$ cat config.mk
export PLATFORM = sky130hd
export DESIGN_NAME = garage_door_stepper_controller
export DESIGN_NICKNAME = d
export VERILOG_FILES = /design/src/rtl/gdsc_pkg.sv /design/src/rtl/gdsc_core.sv /design/src/rtl/garage_door_stepper_controller.sv
export SDC_FILE = /design/constraint.sdc
export NUM_CORES = 1
export LEC_CHECK = 0
export ABC_AREA = 1
export BUFFER_PORTS_ARGS = -buffer_cell sky130_fd_sc_hd__buf_2
export CAP_MARGIN = 20
export CORE_ASPECT_RATIO = 1.1
export CORE_MARGIN = 2
export CORE_UTILIZATION = 55
export CTS_BUF_LIST = sky130_fd_sc_hd__clkbuf_8
export CTS_CLUSTER_SIZE = 10
export DETAILED_ROUTE_END_ITERATION = 10
export PLACE_DENSITY_LB_ADDON = 0.25
export SLEW_MARGIN = 20
export SYNTH_ARGS = -nofsm -noshare
export SYNTH_HDL_FRONTEND = slang
export SYNTH_HIERARCHICAL = 1
export SYNTH_SLANG_ARGS = --single-unit
$ cat constraint.sdc
create_clock -name clock -period 2.3 [get_ports clock]
set_input_delay 0.115 -clock clock [delete_from_list [all_inputs] [get_ports clock]]
set_output_delay 0.115 -clock clock [all_outputs]
set_load 0.05 [all_outputs]
$ cat src/rtl/gdsc_pkg.sv
`timescale 1ns / 1ps

package gdsc_pkg;

   // Request codes carried in req_type
   localparam logic [1:0] REQ_TICK   = 2'd0;
   localparam logic [1:0] REQ_BUTTON = 2'd1;
   localparam logic [1:0] REQ_SENSOR = 2'd2;

   // Configuration register indexes
   localparam logic CSR_MOVE_TICKS  = 1'b0;
   localparam logic CSR_BLINK_TICKS = 1'b1;

   // Reset values
   localparam logic [15:0] MOVE_TICKS_RESET  = 16'd1000;
   localparam logic [15:0] BLINK_TICKS_RESET = 16'd100;
   localparam logic [15:0] TICK_COUNT_RESET  = 16'd1;

   // Sensor levels
   localparam logic SENSOR_PRESENT = 1'b0;
   localparam logic SENSOR_CLEAR   = 1'b1;

   typedef enum logic [1:0] {
      MODE_CLOSED  = 2'd0,
      MODE_OPENING = 2'd1,
      MODE_OPEN    = 2'd2,
      MODE_CLOSING = 2'd3
   } mode_type;

   typedef struct packed {
      logic [1:0] req_type;
      logic       sensor_level;
   } req_word_type;

   typedef struct packed {
      logic [3:0] coil_pattern;
      logic       led_green;
      logic       led_blue;
      logic       led_red;
      logic [1:0] door_mode;
   } rsp_word_type;

   typedef struct packed {
      logic [15:0] move_ticks;
      logic [15:0] blink_ticks;
   } cfg_type;

   // Full-step drive pattern A,A',B,B' for each phase
   function automatic logic [3:0] coil_of(input logic [1:0] phase);
      logic [3:0] pattern;
      case (phase)
         2'd0:    pattern = 4'b1100;
         2'd1:    pattern = 4'b0110;
         2'd2:    pattern = 4'b0011;
         2'd3:    pattern = 4'b1001;
         default: pattern = 4'b1100;
      endcase
      return pattern;
   endfunction

endpackage

$ cat src/rtl/gdsc_core.sv
`timescale 1ns / 1ps

module gdsc_core (
   input  logic                  clock,
   input  logic                  reset,
   input  logic                  step,
   input  gdsc_pkg::req_word_type item,
   input  gdsc_pkg::cfg_type     cfg,
   output gdsc_pkg::rsp_word_type result
);

   gdsc_pkg::mode_type mode_ff, mode_in;
   logic [1:0]  phase_ff, phase_in;
   logic [15:0] tick_ff, tick_in;
   logic [15:0] blink_ff, blink_in;
   logic        red_ff, red_in;

   logic        moving;
   logic        opening;
   logic        start;
   gdsc_pkg::mode_type target;
   logic [15:0] tick_inc;
   logic [15:0] blink_inc;

   assign opening   = (mode_ff == gdsc_pkg::MODE_OPENING);
   assign moving    = opening || (mode_ff == gdsc_pkg::MODE_CLOSING);
   assign tick_inc  = tick_ff + 16'd1;
   assign blink_inc = blink_ff + 16'd1;

   always_comb begin
      mode_in  = mode_ff;
      phase_in = phase_ff;
      tick_in  = tick_ff;
      blink_in = blink_ff;
      red_in   = red_ff;
      start    = 1'b0;
      target   = mode_ff;

      case (item.req_type)
         gdsc_pkg::REQ_TICK: begin
            if (moving) begin
               phase_in = opening ? (phase_ff + 2'd1) : (phase_ff - 2'd1);
               tick_in  = tick_inc;
               if (cfg.blink_ticks != 16'd0) begin
                  if (blink_inc >= cfg.blink_ticks) begin
                     blink_in = 16'd0;
                     red_in   = ~red_ff;
                  end else begin
                     blink_in = blink_inc;
                  end
               end
               if (tick_inc >= cfg.move_ticks) begin
                  mode_in = opening ? gdsc_pkg::MODE_OPEN : gdsc_pkg::MODE_CLOSED;
                  tick_in = gdsc_pkg::TICK_COUNT_RESET;
                  red_in  = 1'b0;
               end
            end
         end
         gdsc_pkg::REQ_BUTTON: begin
            if (mode_ff == gdsc_pkg::MODE_CLOSED) begin
               start  = 1'b1;
               target = gdsc_pkg::MODE_OPENING;
            end else if (mode_ff == gdsc_pkg::MODE_OPEN) begin
               start  = 1'b1;
               target = gdsc_pkg::MODE_CLOSING;
            end
         end
         gdsc_pkg::REQ_SENSOR: begin
            if (item.sensor_level == gdsc_pkg::SENSOR_PRESENT &&
                mode_ff == gdsc_pkg::MODE_CLOSED) begin
               start  = 1'b1;
               target = gdsc_pkg::MODE_OPENING;
            end else if (item.sensor_level == gdsc_pkg::SENSOR_CLEAR &&
                         mode_ff == gdsc_pkg::MODE_OPEN) begin
               start  = 1'b1;
               target = gdsc_pkg::MODE_CLOSING;
            end
         end
         default: begin
         end
      endcase

      if (start) begin
         mode_in  = target;
         tick_in  = gdsc_pkg::TICK_COUNT_RESET;
         blink_in = (cfg.blink_ticks > 16'd1) ? 16'd1 : 16'd0;
         red_in   = 1'b0;
      end
   end

   always_ff @(posedge clock) begin
      if (reset) begin
         mode_ff  <= gdsc_pkg::MODE_CLOSED;
         phase_ff <= 2'd0;
         tick_ff  <= gdsc_pkg::TICK_COUNT_RESET;
         blink_ff <= 16'd0;
         red_ff   <= 1'b0;
      end else if (step) begin
         mode_ff  <= mode_in;
         phase_ff <= phase_in;
         tick_ff  <= tick_in;
         blink_ff <= blink_in;
         red_ff   <= red_in;
      end
   end

   // Result shows the state after the word
   always_comb begin
      result.coil_pattern = gdsc_pkg::coil_of(phase_in);
      result.led_green    = (mode_in == gdsc_pkg::MODE_CLOSED);
      result.led_blue     = (mode_in == gdsc_pkg::MODE_OPEN);
      result.led_red      = red_in;
      result.door_mode    = mode_in;
   end

endmodule

$ cat src/rtl/garage_door_stepper_controller.sv
`timescale 1ns / 1ps

// Garage door controller for a two-phase full-step stepper motor. Each request
// word is a timer tick, a button press or a sensor edge; each one yields exactly
// one response word showing the coil drive pattern, the LEDs and the door mode
// after that word. A word waits in the input register while the door state
// update works on it, and its response is captured in the response register
// when the word advances, that is once the response register is free or
// drains. One word is accepted every cycle as long as the response side keeps
// taking words; a stalled response holds the input register, and the input
// stalls once both are full. The single state update path sets that rate.
// Registers move_ticks (index 0) and blink_ticks (index 1) are written through
// the csr_ port and should only change while no word is in flight.
module garage_door_stepper_controller (
   input  logic                   clock,
   input  logic                   reset,
   input  logic                   req_valid,
   output logic                   req_ready,
   input  gdsc_pkg::req_word_type  req_data,
   output logic                   rsp_valid,
   input  logic                   rsp_ready,
   output gdsc_pkg::rsp_word_type  rsp_data,
   input  logic                   csr_wr_en,
   input  logic                   csr_index,
   input  logic [15:0]            csr_wr_data
);

   // Input register
   logic                  in_valid_ff, in_valid_in;
   gdsc_pkg::req_word_type in_data_ff;

   // Response register
   logic                  out_valid_ff, out_valid_in;
   gdsc_pkg::rsp_word_type out_data_ff;

   // Configuration registers
   gdsc_pkg::cfg_type     cfg_ff, cfg_in;

   gdsc_pkg::rsp_word_type result;
   logic                  advance;

   // Advance the held word whenever the response register is free or drains now
   assign advance   = in_valid_ff && (!out_valid_ff || rsp_ready);
   assign req_ready = !in_valid_ff || advance;

   assign in_valid_in  = (req_valid && req_ready) || (in_valid_ff && !advance);
   assign out_valid_in = advance || (out_valid_ff && !rsp_ready);

   always_comb begin
      cfg_in = cfg_ff;
      if (csr_wr_en) begin
         case (csr_index)
            gdsc_pkg::CSR_MOVE_TICKS:  cfg_in.move_ticks  = csr_wr_data;
            gdsc_pkg::CSR_BLINK_TICKS: cfg_in.blink_ticks = csr_wr_data;
            default: begin
            end
         endcase
      end
   end

   always_ff @(posedge clock) begin
      if (reset) begin
         in_valid_ff        <= 1'b0;
         out_valid_ff       <= 1'b0;
         cfg_ff.move_ticks  <= gdsc_pkg::MOVE_TICKS_RESET;
         cfg_ff.blink_ticks <= gdsc_pkg::BLINK_TICKS_RESET;
      end else begin
         in_valid_ff  <= in_valid_in;
         out_valid_ff <= out_valid_in;
         cfg_ff       <= cfg_in;
      end
   end

   // Payload registers: load on transfer, hold otherwise
   always_ff @(posedge clock) begin
      if (req_valid && req_ready) begin
         in_data_ff <= req_data;
      end
      if (advance) begin
         out_data_ff <= result;
      end
   end

   gdsc_core u_core (
      .clock  (clock),
      .reset  (reset),
      .step   (advance),
      .item   (in_data_ff),
      .cfg    (cfg_ff),
      .result (result)
   );

   assign rsp_valid = out_valid_ff;
   assign rsp_data  = out_data_ff;

endmodule

==> results.txt <==
----------------------------------------------------
[Clocking]
  Clock Sink Count ... 83
  Num CTS Buffers ... 9
  Clock H-tree levels ... 3
  Clk buf depth ... 2
  Clock-pin transition on the worst setup and hold timing paths ... around 100 ps
  Worst-Skew Late Latency ... about 370 ps
  Root Driver ... clkbuf_8
  Clock tree from TritonCTS ... yes

[Synth]
  Dominant register cell in the synthesized netlist ... dfxtp_1
  Post-synth EDFFs ... 12
  Dominant cell type by area after synthesis ... dfxtp_1
  Share of the synthesized area in the top cell type ... 28.68%
  Sequential element share of the synthesized area ... a little over a third
  Fraction of registers with async set or reset after synthesis ... 0%
  Post-synthesis instance area ... ~5000 sq um
  Post-synth top cells ... nand2_1, inv_1, nor2_1
  Xor/xnor share of the synthesized area ... 5.428%
  Multiplexer share of the synthesized area ... 0%
  Main combinational cell family by area after synthesis ... simple AND/OR/NAND/NOR gates
  Number of storage elements in the synthesis netlist ... between 80 and 90
  Adder-cell share of the synthesized area ... slightly above 10%
  Synth Area in Compound Gates ... 9.846%
  Count of yosys warnings during synthesis ... 6
  Count of different cell masters after synthesis ... 43
  Post-synthesis simple-gate area fraction ... 27.85%
  Post-synthesis cell count ... between 600 and 700
  Cells taking the most area after synthesis ... dfxtp_1, nand2_1, ha_1, edfxtp_1, inv_1
  Cell with the most instances after synthesis ... nand2_1
  Post-Syn Nets ... just over 700
  Mean area per synthesized cell ... about 7.6 sq um

[Cells and area]
  Area added between synthesis and finish ... 32.87%
  Area used by sequential logic in the layout ... about 1800 sq um
  Multi-input gate area in the final layout ... roughly 3100 sq um
  Final cell count without fillers ... 890
  Nets ... around 840
  # diodes ... 0
  Layout cell share with drive strength beyond 1 ... between 30% and 40%
  Number of fillers in the final layout ... between 600 and 700

[GRT]
  Number of antenna violations at the first check in global routing ... 0
  Total congestion overflow after global routing ... 0
  Pin count of the biggest net entering global routing ... 36
  Total routing resource utilization after global routing ... a little over a quarter
  First-pass GRT wire length ... slightly above 20000 um
  Vias in the first global route ... about 4600

[Route]
  Iteration-0 DRC Markers ... 214
  1st-pass router iterations ... 4
  Vias ... approximately 4700
  Ratio of routed vias to standard cells ... around 5.3
  Routed wirelength normalized by instance count ... roughly 15 um
  Number of nets still failing antenna checks after routing ... 0
  Total routed wirelength ... around 13000 um
  Number of design rule violations left after detail routing ... 0

[Floorplan]
  Core Box Area ... roughly 8800 sq um
  Die boundary width ... around 95 um
  Effective utilization at floorplan ... a little under three fifths
  Floorplan die height ... roughly 100 um
  Standard-cell row count ... 36
  Die Footprint ... 9787 sq um
  I/O pin count ... 36

[Run status]
  Status ... complete, but fails checks
  Failing checks ... setup timing

[STA]
  Normalized max-slew margin ... 45.81%
  Final Max Tran Viols ... 0
  Final number of hold-violating endpoints ... 0
  Post-route minimum period ... roughly 2800 ps
  Top achievable clock speed ... around 360 MHz
  Count of endpoints failing setup in the final report ... 40
  Final setup margin ... -462.8 ps
  Final Cycle Share ... 120.1%
  Tightest Pin Transition ... between 800 and 900 ps
  Unrepaired setup endpoints after global routing ... yes
  Worst-case clock skew ... about 12 ps
  Hold Slack ... approximately 14 ps

[Placement]
  Half-perimeter wire length after detailed placement ... ~8500 um
  Weighted congestion at the end of routability-driven global placement ... ~0.86
  Dpl cells ... roughly 840
  Total of buffers placed on input and output ports ... 35

[Setup path]
  Max FO, Critical Path ... 4
  Required @ worst endpoint ... 2420 ps
  Crit Path Category ... reg2reg
  Launching element type of the critical path ... register
  Kind of capture point of the worst setup path ... register
  Arrival time at the worst endpoint ... 2880 ps

[Power]
  VDD IR max ... between 0.3 and 0.4 mV
  Overall power ... approximately 3.1 mW
  LEAKAGE ... 3.251 nW
  Power density normalized to cell area ... around 480 nW/um^2

[Run]
  Max-cap viol count ... 0

[Hold path]
  Path class of the lowest-slack min-delay path ... in2reg

----------------------------------------------------
==> final timing paths <==
path,startpoint,end,slack [ps],depth (start not counted)
max,u_core/tick_ff[0]$_SDFFE_PP1P_,rsp_data[3]$_DFFE_PP_,-460,16
min,csr_wr_data[9],cfg_ff[25]$_SDFFE_PP1P_,10,3
max reg2reg,u_core/tick_ff[0]$_SDFFE_PP1P_,rsp_data[3]$_DFFE_PP_,-460,16
min reg2reg,cfg_ff[24]$_SDFFE_PP1P_,cfg_ff[24]$_SDFFE_PP1P_,470,2
==> state kept, by name (all words and copies together) (netlist names) <==
signal / cells
cfg_ff: 32
u_core/blink_ff: 16
u_core/tick_ff: 16
rsp_data: 9
in_data_ff: 3
u_core/mode_ff: 2
u_core/phase_ff: 2
in_valid_ff: 1
rsp_valid: 1
u_core/red_ff: 1
==> kinds of logic after synthesis <==
kind of cell,Yosys count
buf+inv,118
xor+xnor,29
simple gates,301
fa+ha+maj,41
compound gates,82
flops,83
==> worst max-delay path, cell delays in order (launching register included) <==
cell and delay, ps:
dfxtp_4 370, ha_4 150, nand3_4 80, buf_4 150, nor3_4 220, xor2_1 340
ha_1 310, nand2_1 80, a21oi_1 40, nor2_1 80, nand2_1 60, nand2_1 100
nand3_4 130, nand2_4 120, inv_4 50, a21oi_4 160, a21oi_1 60
==> cell usage in the layout (no fill, tap or decap), types with 7 or more instances in the layout <==
cell type,count
nand4_1,17
xor2_1,17
nand2_2,19
inv_1,86
a21oi_2,20
dfxtp_1,58
dlygate4sd3_1,7
clkbuf_8,10
buf_2,35
nor2_1,72
o21ai_0,17
nand3_1,34
inv_2,11
nand2_4,14
a22oi_2,8
buf_4,72
ha_1,37
nor2_2,10
dfxtp_2,11
nand3_2,7
edfxtp_1,12
nand2_1,110
a21oi_1,24
==> power breakdown <==
group	total [mW]	internal [mW]	switching, mW
Sequential	1.57	1.53	0.0342
Combinational	0.429	0.147	0.281
Clock	1.14	0.542	0.596
Total	3.13	2.22	0.911
==> metal layers <==
metal,vias to the layer above,global-route usage (%),routed length (um),part of all wire (%)
met5,-,0,0,0
met4,0,8.385,407,3.1
met3,37,4.873,503,3.8
met2,115,47.60,6897,52
met1,2257,31.02,5413,41
li1,2333,-,-,-
==> per-stage QoR <==
stage,util (%),TNS (ps),instance area [sq um],setup slack [ps]
after global routing,74.59,-20560,6585,-642.1
after floorplan,-,-236.2,5021,-104.6
after CTS,71.41,-8146,6305,-279.6
after detailed placement,63.45,-8642,5602,-356.3
after global placement,63.45,-5598,5602,-208.9
final,74.59,-13490,6585,-462.8
==> final cells by class <==
class                           count  area share (%)
Sequential cell                    83           27.38
Multi-Input combinational cell    453           47.27
Tap cell                          114           2.166
Clock buffer                       10           2.090
Inverter                          100           5.852
Clock inverter                      6           1.064
Timing Repair Buffer              124           14.17
==> what timing repair did <==
item                                    4_1_cts  5_1_grt
pin swaps                                    38       35
endpoints found under the hold margin         7        0
gates cloned                                  1        1
endpoints found under the setup margin       40       40
gates resized for setup                      65       52
hold buffers                                  7        0
setup buffers                                20       12
No activity file was read; power rests on OpenSTA's default activity.
